==> config.mk <==
export PLATFORM = sky130hd
export DESIGN_NAME = two_level_queue_time_slice_scheduler
export DESIGN_NICKNAME = d
export VERILOG_FILES = /design/src/hdl/tlqs_pkg.sv /design/src/hdl/tlqs_fifo.sv /design/src/hdl/tlqs_tick.sv /design/src/hdl/two_level_queue_time_slice_scheduler.sv
export SDC_FILE = /design/constraint.sdc
export NUM_CORES = 2
export LEC_CHECK = 0
export BUFFER_PORTS_ARGS = -buffer_cell sky130_fd_sc_hd__clkbuf_2
export CAP_MARGIN = 0
export CORE_MARGIN = 4
export CORE_UTILIZATION = 59
export CTS_BUF_LIST = sky130_fd_sc_hd__clkbuf_8
export CTS_CLUSTER_SIZE = 30
export DETAILED_ROUTE_END_ITERATION = 12
export PLACE_DENSITY_LB_ADDON = 0.15
export SKIP_LAST_GASP = 1
export SYNTH_ARGS = -nofsm -noshare
export SYNTH_HDL_FRONTEND = slang
export SYNTH_SLANG_ARGS = --single-unit
==> constraint.sdc <==
create_clock -name clock -period 8 [get_ports clock]
set_clock_uncertainty 0.2 [all_clocks]
set_input_delay 0.4 -clock clock [delete_from_list [all_inputs] [get_ports clock]]
set_output_delay 0.4 -clock clock [all_outputs]
set_load 0.05 [all_outputs]
==> src/hdl/tlqs_pkg.sv <==
// ----------------------------------------------------------------------------
// tlqs_pkg
// Shared types, widths and codes of the two-level time-slice scheduler.
// ----------------------------------------------------------------------------
package tlqs_pkg;

   localparam int QUEUE_DEPTH_DEF = 16;
   localparam int ID_W            = 8;
   localparam int BURST_W         = 16;
   localparam int SLICE_W         = 8;
   localparam int CSR_INDEX_W     = 1;

   localparam logic [SLICE_W-1:0] HIGH_SLICE_RESET = 8'd4;
   localparam logic [SLICE_W-1:0] LOW_SLICE_RESET  = 8'd2;
   localparam logic [SLICE_W-1:0] ELAPSED_MAX      = 8'd255;

   // register indexes
   localparam logic [CSR_INDEX_W-1:0] CSR_HIGH_SLICE = 1'd0;
   localparam logic [CSR_INDEX_W-1:0] CSR_LOW_SLICE  = 1'd1;

   // queue levels
   localparam logic LEVEL_HIGH = 1'b0;
   localparam logic LEVEL_LOW  = 1'b1;

   // requeue causes
   localparam logic CAUSE_SLICE   = 1'b0;
   localparam logic CAUSE_PREEMPT = 1'b1;

   typedef struct packed {
      logic               arrival_valid;
      logic [ID_W-1:0]    arrival_id;
      logic               arrival_level;
      logic [BURST_W-1:0] arrival_burst;
   } req_type;

   typedef struct packed {
      logic            done_valid;
      logic [ID_W-1:0] done_id;
      logic            requeue_valid;
      logic [ID_W-1:0] requeue_id;
      logic            requeue_cause;
      logic            run_valid;
      logic [ID_W-1:0] run_id;
      logic            run_level;
      logic            run_new;
      logic            all_idle;
      logic            arrival_dropped;
   } rsp_type;

   // one queue slot: job id and remaining service time
   typedef struct packed {
      logic [ID_W-1:0]    id;
      logic [BURST_W-1:0] remaining;
   } entry_type;

   // job holding the processor
   typedef struct packed {
      logic [ID_W-1:0]    id;
      logic               level;
      logic [BURST_W-1:0] remaining;
      logic [SLICE_W-1:0] elapsed;
   } proc_type;

   // per-tick queue commands: push0 is the requeue, push1 the arrival
   typedef struct packed {
      logic      push0;
      entry_type push0_entry;
      logic      push1;
      entry_type push1_entry;
      logic      pop;
   } fifo_cmd_type;

endpackage

==> src/hdl/tlqs_fifo.sv <==
// ----------------------------------------------------------------------------
// tlqs_fifo
// Job queue with up to two pushes and one pop per cycle. The head entry is
// held in a register and is only meaningful while the queue is not empty.
// ----------------------------------------------------------------------------
module tlqs_fifo
   import tlqs_pkg::*;
#(
   parameter int QUEUE_DEPTH = QUEUE_DEPTH_DEF,
   localparam int PW = (QUEUE_DEPTH > 1) ? $clog2(QUEUE_DEPTH) : 1,
   localparam int CW = $clog2(QUEUE_DEPTH + 1)
) (
   input  logic          clock,
   input  logic          reset,
   input  fifo_cmd_type  cmd,
   output logic [CW-1:0] count,
   output entry_type     head_entry
);

   localparam logic [PW:0]   DEPTH_W = (PW+1)'(QUEUE_DEPTH);
   localparam logic [PW-1:0] LAST    = PW'(QUEUE_DEPTH - 1);

   entry_type     store [QUEUE_DEPTH];
   entry_type     head_entry_ff;
   logic [PW-1:0] head_ff, head_in;
   logic [CW-1:0] count_ff, count_in;
   logic [PW:0]   tail_sum;
   logic [PW-1:0] tail0, tail1, tail_arr;

   // tail position, wrapped by one compare and subtract
   assign tail_sum = {1'b0, head_ff} + (PW+1)'(count_ff);
   assign tail0    = (tail_sum >= DEPTH_W) ? PW'(tail_sum - DEPTH_W) : PW'(tail_sum);
   assign tail1    = (tail0 == LAST) ? '0 : tail0 + 1'b1;
   assign tail_arr = cmd.push0 ? tail1 : tail0;

   // pointer and occupancy update
   always_comb begin
      head_in  = head_ff;
      if (cmd.pop) begin
         head_in = (head_ff == LAST) ? '0 : head_ff + 1'b1;
      end
      count_in = count_ff + CW'(cmd.push0) + CW'(cmd.push1) - CW'(cmd.pop);
   end

   always_ff @(posedge clock) begin
      if (reset) begin
         head_ff  <= '0;
         count_ff <= '0;
      end else begin
         head_ff  <= head_in;
         count_ff <= count_in;
      end
   end

   // slot storage, no reset
   always_ff @(posedge clock) begin
      if (cmd.push0) begin
         store[tail0] <= cmd.push0_entry;
      end
      if (cmd.push1) begin
         store[tail_arr] <= cmd.push1_entry;
      end
   end

   // registered head; a slot written at this edge is taken from the push
   always_ff @(posedge clock) begin
      if (cmd.push0 && tail0 == head_in) begin
         head_entry_ff <= cmd.push0_entry;
      end else if (cmd.push1 && tail_arr == head_in) begin
         head_entry_ff <= cmd.push1_entry;
      end else begin
         head_entry_ff <= store[head_in];
      end
   end

   assign head_entry = head_entry_ff;
   assign count      = count_ff;

endmodule

==> src/hdl/tlqs_tick.sv <==
// ----------------------------------------------------------------------------
// tlqs_tick
// One scheduler tick: charge the running job, requeue or preempt, queue the
// arrival, dispatch. Produces queue commands, next processor state, result.
// ----------------------------------------------------------------------------
module tlqs_tick
   import tlqs_pkg::*;
#(
   parameter int QUEUE_DEPTH = QUEUE_DEPTH_DEF,
   localparam int CW = $clog2(QUEUE_DEPTH + 1)
) (
   input  logic               fire,
   input  req_type            item,
   input  logic               busy,
   input  proc_type           cur,
   input  logic [SLICE_W-1:0] high_slice,
   input  logic [SLICE_W-1:0] low_slice,
   input  logic [CW-1:0]      hq_count,
   input  logic [CW-1:0]      lq_count,
   input  entry_type          hq_head,
   input  entry_type          lq_head,
   output fifo_cmd_type       hq_cmd,
   output fifo_cmd_type       lq_cmd,
   output logic               busy_next,
   output proc_type           cur_next,
   output rsp_type            result
);

   localparam logic [CW-1:0] DEPTH_C = CW'(QUEUE_DEPTH);

   logic [BURST_W-1:0] rem1;
   logic [SLICE_W-1:0] el1;
   logic [SLICE_W-1:0] slice_len;
   logic [CW-1:0]      own_count;
   logic               rq_push, rq_level, arr_push;
   logic [CW-1:0]      hc2, lc2, hc3, lc3;
   logic               pop_h, pop_l;
   entry_type          rq_entry, arr_entry;
   entry_type          hq_front, lq_front;

   assign rem1      = (cur.remaining != '0) ? cur.remaining - 1'b1 : '0;
   assign el1       = (cur.elapsed < ELAPSED_MAX) ? cur.elapsed + 1'b1 : cur.elapsed;
   assign slice_len = (cur.level == LEVEL_LOW) ? low_slice : high_slice;
   assign own_count = (cur.level == LEVEL_LOW) ? lq_count : hq_count;
   assign rq_entry  = '{id: cur.id, remaining: rem1};
   assign arr_entry = '{id: item.arrival_id, remaining: item.arrival_burst};

   always_comb begin
      busy_next = busy;
      cur_next  = cur;
      result    = '0;
      rq_push   = 1'b0;
      rq_level  = cur.level;
      arr_push  = 1'b0;
      pop_h     = 1'b0;
      pop_l     = 1'b0;

      // charge the running job
      if (busy) begin
         cur_next.remaining = rem1;
         cur_next.elapsed   = el1;
         if (rem1 == '0) begin
            result.done_valid = 1'b1;
            result.done_id    = cur.id;
            busy_next         = 1'b0;
         end else if (el1 >= slice_len) begin
            if (own_count < DEPTH_C) begin
               rq_push              = 1'b1;
               result.requeue_valid = 1'b1;
               result.requeue_id    = cur.id;
               result.requeue_cause = CAUSE_SLICE;
               busy_next            = 1'b0;
            end else begin
               cur_next.elapsed = '0;
            end
         end
      end

      // high arrival preempts a low job
      if (item.arrival_valid && item.arrival_level == LEVEL_HIGH && busy_next &&
          cur.level == LEVEL_LOW && lq_count < DEPTH_C) begin
         rq_push              = 1'b1;
         rq_level             = LEVEL_LOW;
         result.requeue_valid = 1'b1;
         result.requeue_id    = cur.id;
         result.requeue_cause = CAUSE_PREEMPT;
         busy_next            = 1'b0;
      end

      hc2 = hq_count + CW'(rq_push && rq_level == LEVEL_HIGH);
      lc2 = lq_count + CW'(rq_push && rq_level == LEVEL_LOW);

      // queue the arrival
      if (item.arrival_valid) begin
         if ((item.arrival_level == LEVEL_LOW) ? (lc2 < DEPTH_C) : (hc2 < DEPTH_C)) begin
            arr_push = 1'b1;
         end else begin
            result.arrival_dropped = 1'b1;
         end
      end

      hc3 = hc2 + CW'(arr_push && item.arrival_level == LEVEL_HIGH);
      lc3 = lc2 + CW'(arr_push && item.arrival_level == LEVEL_LOW);

      // queue fronts; an empty queue offers this tick's first push
      hq_front = hq_head;
      if (hq_count == '0) begin
         hq_front = (rq_push && rq_level == LEVEL_HIGH) ? rq_entry : arr_entry;
      end
      lq_front = lq_head;
      if (lq_count == '0) begin
         lq_front = (rq_push && rq_level == LEVEL_LOW) ? rq_entry : arr_entry;
      end

      // dispatch to an idle processor
      if (!busy_next) begin
         if (hc3 != '0) begin
            pop_h              = 1'b1;
            cur_next.id        = hq_front.id;
            cur_next.remaining = hq_front.remaining;
            cur_next.level     = LEVEL_HIGH;
            cur_next.elapsed   = '0;
            busy_next          = 1'b1;
            result.run_new     = 1'b1;
         end else if (lc3 != '0) begin
            pop_l              = 1'b1;
            cur_next.id        = lq_front.id;
            cur_next.remaining = lq_front.remaining;
            cur_next.level     = LEVEL_LOW;
            cur_next.elapsed   = '0;
            busy_next          = 1'b1;
            result.run_new     = 1'b1;
         end
      end

      result.run_valid = busy_next;
      if (busy_next) begin
         result.run_id    = cur_next.id;
         result.run_level = cur_next.level;
      end
      result.all_idle = !busy_next && hc3 == '0 && lc3 == '0;
   end

   // queue commands, only on a processed tick
   always_comb begin
      hq_cmd.push0       = fire && rq_push && rq_level == LEVEL_HIGH;
      hq_cmd.push0_entry = rq_entry;
      hq_cmd.push1       = fire && arr_push && item.arrival_level == LEVEL_HIGH;
      hq_cmd.push1_entry = arr_entry;
      hq_cmd.pop         = fire && pop_h;
      lq_cmd.push0       = fire && rq_push && rq_level == LEVEL_LOW;
      lq_cmd.push0_entry = rq_entry;
      lq_cmd.push1       = fire && arr_push && item.arrival_level == LEVEL_LOW;
      lq_cmd.push1_entry = arr_entry;
      lq_cmd.pop         = fire && pop_l;
   end

endmodule

==> src/hdl/two_level_queue_time_slice_scheduler.sv <==
// ----------------------------------------------------------------------------
// two_level_queue_time_slice_scheduler
// Two-level round-robin job scheduler, one tick per request transfer.
// ----------------------------------------------------------------------------
// Usage:
//   Each req_ transfer is one time tick, optionally carrying an arriving job
//   (id, level, burst). Each tick yields exactly one rsp_ transfer reporting
//   completion, requeue, the job on the processor and queue drops.
//   csr_ writes set the high and low slice lengths; write only while idle.
// Timing: a transferred request is held in the input register, processed from
//   there and its result is registered in the result register.
// Throughput: one tick per cycle while results are taken; all work of a tick
//   sits between the input and result registers, with both queue pointers in flops.
// Stall: while the result is not taken, the held request waits in the input
//   register and req_ready drops once that register is occupied.
// Reset: both queues empty, processor idle, slices back to 4 and 2 ticks.
//   There is no clearing pass; queue slots are only read once written.
// ----------------------------------------------------------------------------
module two_level_queue_time_slice_scheduler
   import tlqs_pkg::*;
#(
   parameter int QUEUE_DEPTH = QUEUE_DEPTH_DEF
) (
   input  logic                   clock,
   input  logic                   reset,
   input  logic                   req_valid,
   output logic                   req_ready,
   input  req_type                req_data,
   output logic                   rsp_valid,
   input  logic                   rsp_ready,
   output rsp_type                rsp_data,
   input  logic                   csr_we,
   input  logic [CSR_INDEX_W-1:0] csr_index,
   input  logic [SLICE_W-1:0]     csr_wdata
);

   localparam int CW = $clog2(QUEUE_DEPTH + 1);

   logic               in_valid_ff, in_valid_in;
   req_type            in_item_ff;
   logic               rsp_valid_ff, rsp_valid_in;
   rsp_type            rsp_data_ff;
   logic               busy_ff, busy_in;
   proc_type           cur_ff, cur_in;
   logic               busy_next_w;
   proc_type           cur_next_w;
   logic [SLICE_W-1:0] high_slice_ff, low_slice_ff;
   logic               advance, fire;
   fifo_cmd_type       hq_cmd, lq_cmd;
   logic [CW-1:0]      hq_count, lq_count;
   entry_type          hq_head, lq_head;
   rsp_type            tick_result;

   // handshake control
   assign advance      = !rsp_valid_ff || rsp_ready;
   assign fire         = in_valid_ff && advance;
   assign req_ready    = !in_valid_ff || advance;
   assign in_valid_in  = (req_valid && req_ready) ? 1'b1 : (fire ? 1'b0 : in_valid_ff);
   assign rsp_valid_in = fire ? 1'b1 : (rsp_ready ? 1'b0 : rsp_valid_ff);

   always_ff @(posedge clock) begin
      if (reset) begin
         in_valid_ff  <= 1'b0;
         rsp_valid_ff <= 1'b0;
      end else begin
         in_valid_ff  <= in_valid_in;
         rsp_valid_ff <= rsp_valid_in;
      end
   end

   // payload registers
   always_ff @(posedge clock) begin
      if (req_valid && req_ready) begin
         in_item_ff <= req_data;
      end
      if (fire) begin
         rsp_data_ff <= tick_result;
      end
   end

   // processor state
   assign busy_in = fire ? busy_next_w : busy_ff;
   assign cur_in  = fire ? cur_next_w  : cur_ff;

   always_ff @(posedge clock) begin
      if (reset) begin
         busy_ff <= 1'b0;
         cur_ff  <= '0;
      end else begin
         busy_ff <= busy_in;
         cur_ff  <= cur_in;
      end
   end

   // slice length registers
   always_ff @(posedge clock) begin
      if (reset) begin
         high_slice_ff <= HIGH_SLICE_RESET;
         low_slice_ff  <= LOW_SLICE_RESET;
      end else if (csr_we) begin
         case (csr_index)
            CSR_HIGH_SLICE: high_slice_ff <= csr_wdata;
            CSR_LOW_SLICE:  low_slice_ff  <= csr_wdata;
            default:        ;
         endcase
      end
   end

   tlqs_tick #(
      .QUEUE_DEPTH (QUEUE_DEPTH)
   ) u_tick (
      .fire       (fire),
      .item       (in_item_ff),
      .busy       (busy_ff),
      .cur        (cur_ff),
      .high_slice (high_slice_ff),
      .low_slice  (low_slice_ff),
      .hq_count   (hq_count),
      .lq_count   (lq_count),
      .hq_head    (hq_head),
      .lq_head    (lq_head),
      .hq_cmd     (hq_cmd),
      .lq_cmd     (lq_cmd),
      .busy_next  (busy_next_w),
      .cur_next   (cur_next_w),
      .result     (tick_result)
   );

   tlqs_fifo #(
      .QUEUE_DEPTH (QUEUE_DEPTH)
   ) u_high_q (
      .clock      (clock),
      .reset      (reset),
      .cmd        (hq_cmd),
      .count      (hq_count),
      .head_entry (hq_head)
   );

   tlqs_fifo #(
      .QUEUE_DEPTH (QUEUE_DEPTH)
   ) u_low_q (
      .clock      (clock),
      .reset      (reset),
      .cmd        (lq_cmd),
      .count      (lq_count),
      .head_entry (lq_head)
   );

   assign rsp_valid = rsp_valid_ff;
   assign rsp_data  = rsp_data_ff;

endmodule

# == After elaboration in Yosys (flattened, before gate mapping) ==
# Memories as Yosys holds them, arrays and structs flattened. A register that Yosys moved wholly into a read port is not among the register bits.
# Cells that the tools add are included.
# word_totals
register_bits,128
ram_bits,768
output_inout_bits,34
memories,2
wordCells,168
input_bits,40
# memory_table
memory,depth,word_bits,read_ports,rd_ports_with_merged_regs,wr,line,source
u_high_q.store,16,24,1,1,2,tlqs_fifo.sv:23,entry_type store [QUEUE_DEPTH];
u_low_q.store,16,24,1,1,2,tlqs_fifo.sv:23,
# op_classes
muxes,65
n_reduce_logical,38
n_eq_ne,4
bitwise,3
add_sub_neg,20
magnitude_cmp,8
# op_table
operator,count
2-to-1 mux 24 bit,5
2-to-1 mux 33 bit,3
adder 5 x 1 -> 5 bit,8
2-to-1 mux 10 bit,4
2-to-1 mux 4 bit,10
2-to-1 mux 8 bit,5
2-to-1 mux 1 bit,34
logical AND 1 bit,20
zero test 5 bit,4
less-than comparator 5 bit (second input constant),4
2-to-1 mux 9 bit,2
adder 4 x 1 -> 4 bit (second input constant),4
equality test 4 bit (second input constant),4
zero test 16 bit,1
2-to-1 mux 16 bit,1
nonzero test 16 bit,1
subtractor 16 x 1 -> 16 bit (second input constant),1
adder 4 x 5 -> 5 bit,2
>= comparator 5 bit (second input constant),2
nonzero test 5 bit,2
subtractor 5 x 1 -> 5 bit,2
adder 8 x 1 -> 8 bit (second input constant),1
>= comparator 8 bit,1
less-than comparator 8 bit (second input constant),1
other kinds (7),16

# == Depth between registers and ports, before layout ==
# logic_depth
ltp_word,26
depth_mapped,40
mapped_depth_nobuf,38

# == Modules after synthesis ==
# A second synthesis with hierarchy kept.
# hier_totals
hier_cells,3455
hier_area_um2,47730.8
# modules_own_cells
mod,instances,seq_area_each_um2,area_each_um2,cells_per_inst
tlqs_fifo at u_low_q,1,11791.3,20051.7,1293
tlqs_fifo at u_high_q,1,11791.3,19721.4,1288
tlqs_tick,1,0.0,4023.9,587
two_level_queue_time_slice_scheduler,1,2782.7,3933.8,287

# == Worst setup path after synthesis ==
# OpenSTA, ideal clock, no wires.
# synth_path
path_kind,reg2reg
startpoint,reg cur_ff[8] in the netlist's numbering
endpoint,reg u_low_q.count_ff[4] (netlist: u_low_q.count[4])
stages_incl_launch_ff,39
path_slack_ps,218
setup_ps,70
t_arrival_ps,7512
required_ps,7730
cell_sequence,dfxtp_1 > inv_1 > ha_1 > clkbuf_1 > inv_1 > or4_1 > mux2_4 > o21bai_4 > or3_1 > buf_6 > buf_6 > buf_2 > nand2_1 > inv_2 > buf_2 > ha_1 > ha_1 > nand2_1 > [... 3 more ...] > ha_1 > or2_2 > a2111o_1 > a211oi_1 > nand2_1 > a21oi_2 > nand2_1 > inv_1 > ha_1 > inv_1 > fa_1 > inv_1 > fa_1 > inv_1 > a21oi_1 > nor2_1 > or3_1 > a21oi_1
# synth_between
elab_chain_len,24
elab_cells_between_ends,41
# synth_lines
item,line,source
from (decl),two_level_queue_time_slice_scheduler.sv:44,"proc_type cur_ff, cur_in;"
from (signal assigned),two_level_queue_time_slice_scheduler.sv:91,cur_ff <= cur_in;
subtractor 16 x 1 -> 16 bit or nonzero test 16 bit (tied branches),tlqs_tick.sv:41,assign rem1 = (cur.remaining != '0) ? cur.remaining - 1'b1 : '0;
2-to-1 mux 16 bit *,tlqs_tick.sv:41,
zero test 16 bit *,tlqs_tick.sv:62,if (rem1 == '0) begin
2-to-1 mux 1 bit,tlqs_tick.sv:62,
2-to-1 mux 1 bit,tlqs_tick.sv:59,if (busy) begin
logical AND 1 bit (2 in series),tlqs_tick.sv:80,if (item.arrival_valid && item.arrival_level == LEVEL_HIGH && busy_next &&
logical AND 1 bit,tlqs_tick.sv:81,cur.level == LEVEL_LOW && lq_count < DEPTH_C) begin
2-to-1 mux 1 bit,tlqs_tick.sv:80,
[... 7 more ...],n/a,
logical AND 1 bit,tlqs_tick.sv:103,lc3 = lc2 + CW'(arr_push && item.arrival_level == LEVEL_LOW);
adder 5 x 1 -> 5 bit,tlqs_tick.sv:103,
nonzero test 5 bit,tlqs_tick.sv:125,end else if (lc3 != '0) begin
2-to-1 mux 1 bit,tlqs_tick.sv:125,
2-to-1 mux 1 bit,tlqs_tick.sv:117,if (hc3 != '0) begin
2-to-1 mux 1 bit,tlqs_tick.sv:116,if (!busy_next) begin
logical AND 1 bit,tlqs_tick.sv:155,lq_cmd.pop = fire && pop_l;
subtractor 5 x 1 -> 5 bit *,tlqs_fifo.sv:42,count_in = count_ff + CW'(cmd.push0) + CW'(cmd.push1) - CW'(cmd.pop);
to (signal assigned),tlqs_fifo.sv:51,count_ff <= count_in;
to (decl),tlqs_fifo.sv:26,"logic [CW-1:0] count_ff, count_in;"
# Mark *: on every way between the ends. The rest lies on a longest branch, timed or not.
# A chain may end at the register's enable or synchronous reset.

# == Worst setup path after layout ==
# Ends and elaborated chain as after synthesis.

==> impl_metrics.env <==
export IMPL_muxShareOfSynthArea=0.306
export IMPL_drt_vias_per_instance=6.77
export IMPL_reg2reg_slack_ns=0.53
export IMPL_synth_top_family_by_area="multiplexers"
export IMPL_synth_xor_area_share=0.00567
export IMPL_dpl_cell_area_um2=49300
export IMPL_yosys_area_share_adder=0.0150
export IMPL_drive_gt1_frac=0.449
export IMPL_portBuffers=73
export IMPL_rr_startpoint="cur_ff[8]"
export IMPL_row_count=104
export IMPL_cts_buffers=152
export IMPL_cp_max_fo=16
export IMPL_clockBufferDepth=3
export IMPL_final_setup_tns_ns=0
export IMPL_root_buffer="clkbuf_8"
export IMPL_finalCritPeriodShare=0.934
export IMPL_timing_hold_violations_final=0
export IMPL_clkPwrFrac=0.209
export IMPL_worst_pin_slew_ns=1.37
export IMPL_synth_edf_count=826
export IMPL_syn_to_final_growth_pct=9.88
export IMPL_critPathMaxStageDelay_ns=0.48
export IMPL_share_comb_of_total_power=0.426
export IMPL_initial_core_util=0.595
export IMPL_dp_hpwl_mm=82.2
export IMPL_synth_top_area_share=0.518
export IMPL_dieWidth_um=293
export IMPL_synthFlopType="edfxtp_1"
export IMPL_setup_ws_ns=0.526
export IMPL_power_frac_seq=0.365
export IMPL_grt_max_degree=52
export IMPL_max_slew_margin=0.0876
export IMPL_grt_ovfl_total=0
export IMPL_hp_class="in -> reg"
export IMPL_cp_startpoint="cur_ff[8]"
export IMPL_drv_slew=0
export IMPL_die_y_um=293
export IMPL_dieArea_um2=85800
export IMPL_dr_pass1_iters=6
export IMPL_max_freq_ghz=0.134
export IMPL_synthArstFlopShare=0
export IMPL_rsz0062_at_grt="no"
export IMPL_timing_final_crit_period_ns=7.47
export IMPL_postCtsSetupBuffers=0
export IMPL_setup_viol=0
export IMPL_cap_violations=0
export IMPL_via_count=29700
export IMPL_drtIter0Drc=3106
export IMPL_ys_seq_area_frac=0.550
export IMPL_drc=0
export IMPL_antenna_found_initial=1
export IMPL_endpoint="u_low_q.count[4]"
export IMPL_io_pins=74
export IMPL_cts_tree="built"
export IMPL_power_share_switching=0.335
export IMPL_yosys_area_share_simple=0.0440
export IMPL_reg2reg_to="u_low_q.count[4]"
export IMPL_cts_sinks=904
export IMPL_synth_compound_area_share=0.0450
export IMPL_place_inst=4053
export IMPL_final_area_um2=52700
export IMPL_antenna_left=0
export IMPL_drt_total_wl_mm=137
export IMPL_status="finished clean"
export IMPL_post_place_ws_ns=0.00525
export IMPL_grt_pass1_wl_mm=201
export IMPL_startpoint_type="flop"
export IMPL_syn_area_per_cell_um2=15.3
export IMPL_synth_seq_cells=904
export IMPL_grt_pass1_vias=30100
export IMPL_cp_required_ns=8.53
export IMPL_critPathSlowestCell="a2111oi_2"
export IMPL_syn_area_um2=47900
export IMPL_fin_cells=4382
export IMPL_power_density_nw_per_um2=344
export IMPL_worst_endpoint_arrival_ns=8.00
export IMPL_synth_largest_area_cell="edfxtp_1"
export IMPL_power_switching_w=0.00606
export IMPL_syn_inst=3132
export IMPL_intPower_w=0.0121
export IMPL_syn_nets=3226
export IMPL_clk_pin_slew_ns=0.06
export IMPL_reg2reg_depth=34
export IMPL_worst_setup_path_end_kind="flop"
export IMPL_synth_area_leaders="edfxtp_1 52%, mux2_2 17%, mux4_2 11%"
export IMPL_critical_path_class="reg -> reg"
export IMPL_h_tree_depth=4
export IMPL_vdd_drop_max_uv=243
export IMPL_final_nets=3299
export IMPL_detail_route_wl_per_cell_um=31.2
export IMPL_grt_usage=0.318
export IMPL_yosysWarnings=0
export IMPL_ys_types=87
export IMPL_p_leak_nw=18.3
export IMPL_gp_congestion=0.932
export IMPL_worstSkewPairLatency_ns=0.82
export IMPL_core_area_um2=80500
-- registers in the layout, indices dropped and copies added (netlist names), named ones only --
register and cells:
u_high_q.store 384, u_low_q.store 384, cur_ff 33, rsp_data 32
in_item_ff 26, high_slice_ff 8, low_slice_ff 8, u_high_q.count 5
u_low_q.count 5, u_high_q.head_ff 4, u_low_q.head_ff 4, busy_ff 1
in_valid_ff 1, rsp_valid 1
-- cells by family (layout without fill, tap and decap cells) --
family          after synthesis  in the layout
compound gates              296            296
xor+xnor                     31             31
fa+ha+maj                    54             54
buf+inv                     381            568
flops                       904            904
mux                        1058           1058
other cells                   0              3
simple gates                408            408
-- power groups by stage --
stage	Combinational (W)	Clock, W	Sequential (W)
6_report	0.00772	0.00379	0.00661
3_5_place_dp	0.00751	0	0.00671
5_1_grt	0.00829	0.00407	0.00663
2_1_floorplan	0.00577	0	0.00665
4_1_cts	0.00758	0.00385	0.00661
3_3_place_gp	0.00718	0	0.00670
-- synth_stat cells (18+ instances only) --
cell / count
dfxtp_1: 78
nand2_1: 113
buf_2: 48
buf_1: 33
mux4_2: 240
clkbuf_1: 231
a21o_1: 35
edfxtp_1: 826
nor2_1: 86
mux2i_1: 36
and3_1: 18
mux2_1: 22
o21ai_0: 55
ha_1: 48
mux2_4: 20
a21oi_1: 61
xnor2_1: 19
nand3_1: 46
nor3_1: 25
buf_4: 26
mux2_2: 739
inv_1: 33
-- layout make-up --
type	count	area, µm²
fill	5787	27900
sequential	904	26400
multi-input combinational	1847	20100
clock buffer	157	2160
timing repair buffer	265	1960
tap	1060	1330
clock inverter	111	566
inverter	35	136
antenna	3	7.51
-- repair_timing --
action	CTS	global route
endpoints found under the hold margin	69	0
gates resized for setup	1	19
endpoints found under the setup margin	1	15
hold buffers	58	0
-- cells in the final DEF (no fill, tap or decap), types with 11 or more instances in the layout --
cell type / synthesis / routed
a21o_1: 35 / 35
a21oi_1: 61 / 59
a221oi_1: 13 / 13
a31oi_1: 16 / 16
a32o_1: 12 / 12
and2_1: 16 / 15
and3_1: 18 / 18
buf_4: 26 / 133
clkbuf_2: 0 / 73
clkbuf_8: 0 / 157
clkinv_1: 1 / 34
clkinv_2: 0 / 12
dfxtp_1: 78 / 70
dlygate4sd3_1: 0 / 58
edfxtp_1: 826 / 826
ha_1: 48 / 46
inv_1: 33 / 82
mux2_1: 22 / 22
mux2_2: 739 / 739
mux2_4: 20 / 20
mux2i_1: 36 / 36
mux4_2: 240 / 240
nand2_1: 113 / 111
nand2b_1: 12 / 11
nand3_1: 46 / 46
nor2_1: 86 / 77
nor2_4: 8 / 15
nor2b_1: 14 / 12
nor3_1: 25 / 25
nor4_1: 13 / 12
o211ai_1: 14 / 14
o21ai_0: 55 / 52
xnor2_1: 19 / 18
xor2_1: 12 / 11
-- routing by layer --
layer | track usage | wire, µm | vias to the layer above
met2 | 0.521 | 66900 | 1522
met4 | 0.128 | 5280 | 0
li1 | - | - | 12500
met5 | 0 | 0 | -
met1 | 0.419 | 52500 | 15300
met3 | 0.0661 | 12100 | 338
-- stage by stage --
stage | util | total power [W] | hold WS, ns
6_report | 0.654 | 0.0181 | 0.110
3_5_place_dp | 0.612 | 0.0142 | 0.257
4_1_cts | 0.653 | 0.0180 | 0.0388
2_1_floorplan | - | 0.0124 | 0.233
5_1_grt | 0.654 | 0.0190 | 0.0697
3_3_place_gp | 0.612 | 0.0139 | 0.249
-- worst max-delay path: cells and delay by family, from the launching register on --
family,cells,cell delay [ns]
xor+xnor,1,0.16
buf+inv,7,0.70
simple gates,11,2.25
fa+ha+maj,8,2.00
flops,1,0.40
compound gates,7,1.67
-- how the worst min path moves through the flow --
stage / start / endpoint / slack (ns) / cells past startpoint
global placement: high_slice_ff[6] / high_slice_ff[6] / 0.25 / 2
floorplan: low_slice_ff[0] / low_slice_ff[0] / 0.23 / 2
CTS: req_data[20] / in_item_ff[20] / 0.04 / 2
detailed placement: high_slice_ff[6] / high_slice_ff[6] / 0.26 / 2
global route: req_data[19] / in_item_ff[19] / 0.07 / 2
finish: req_data[19] / in_item_ff[19] / 0.11 / 2
Power figures use the tool's default switching activity.
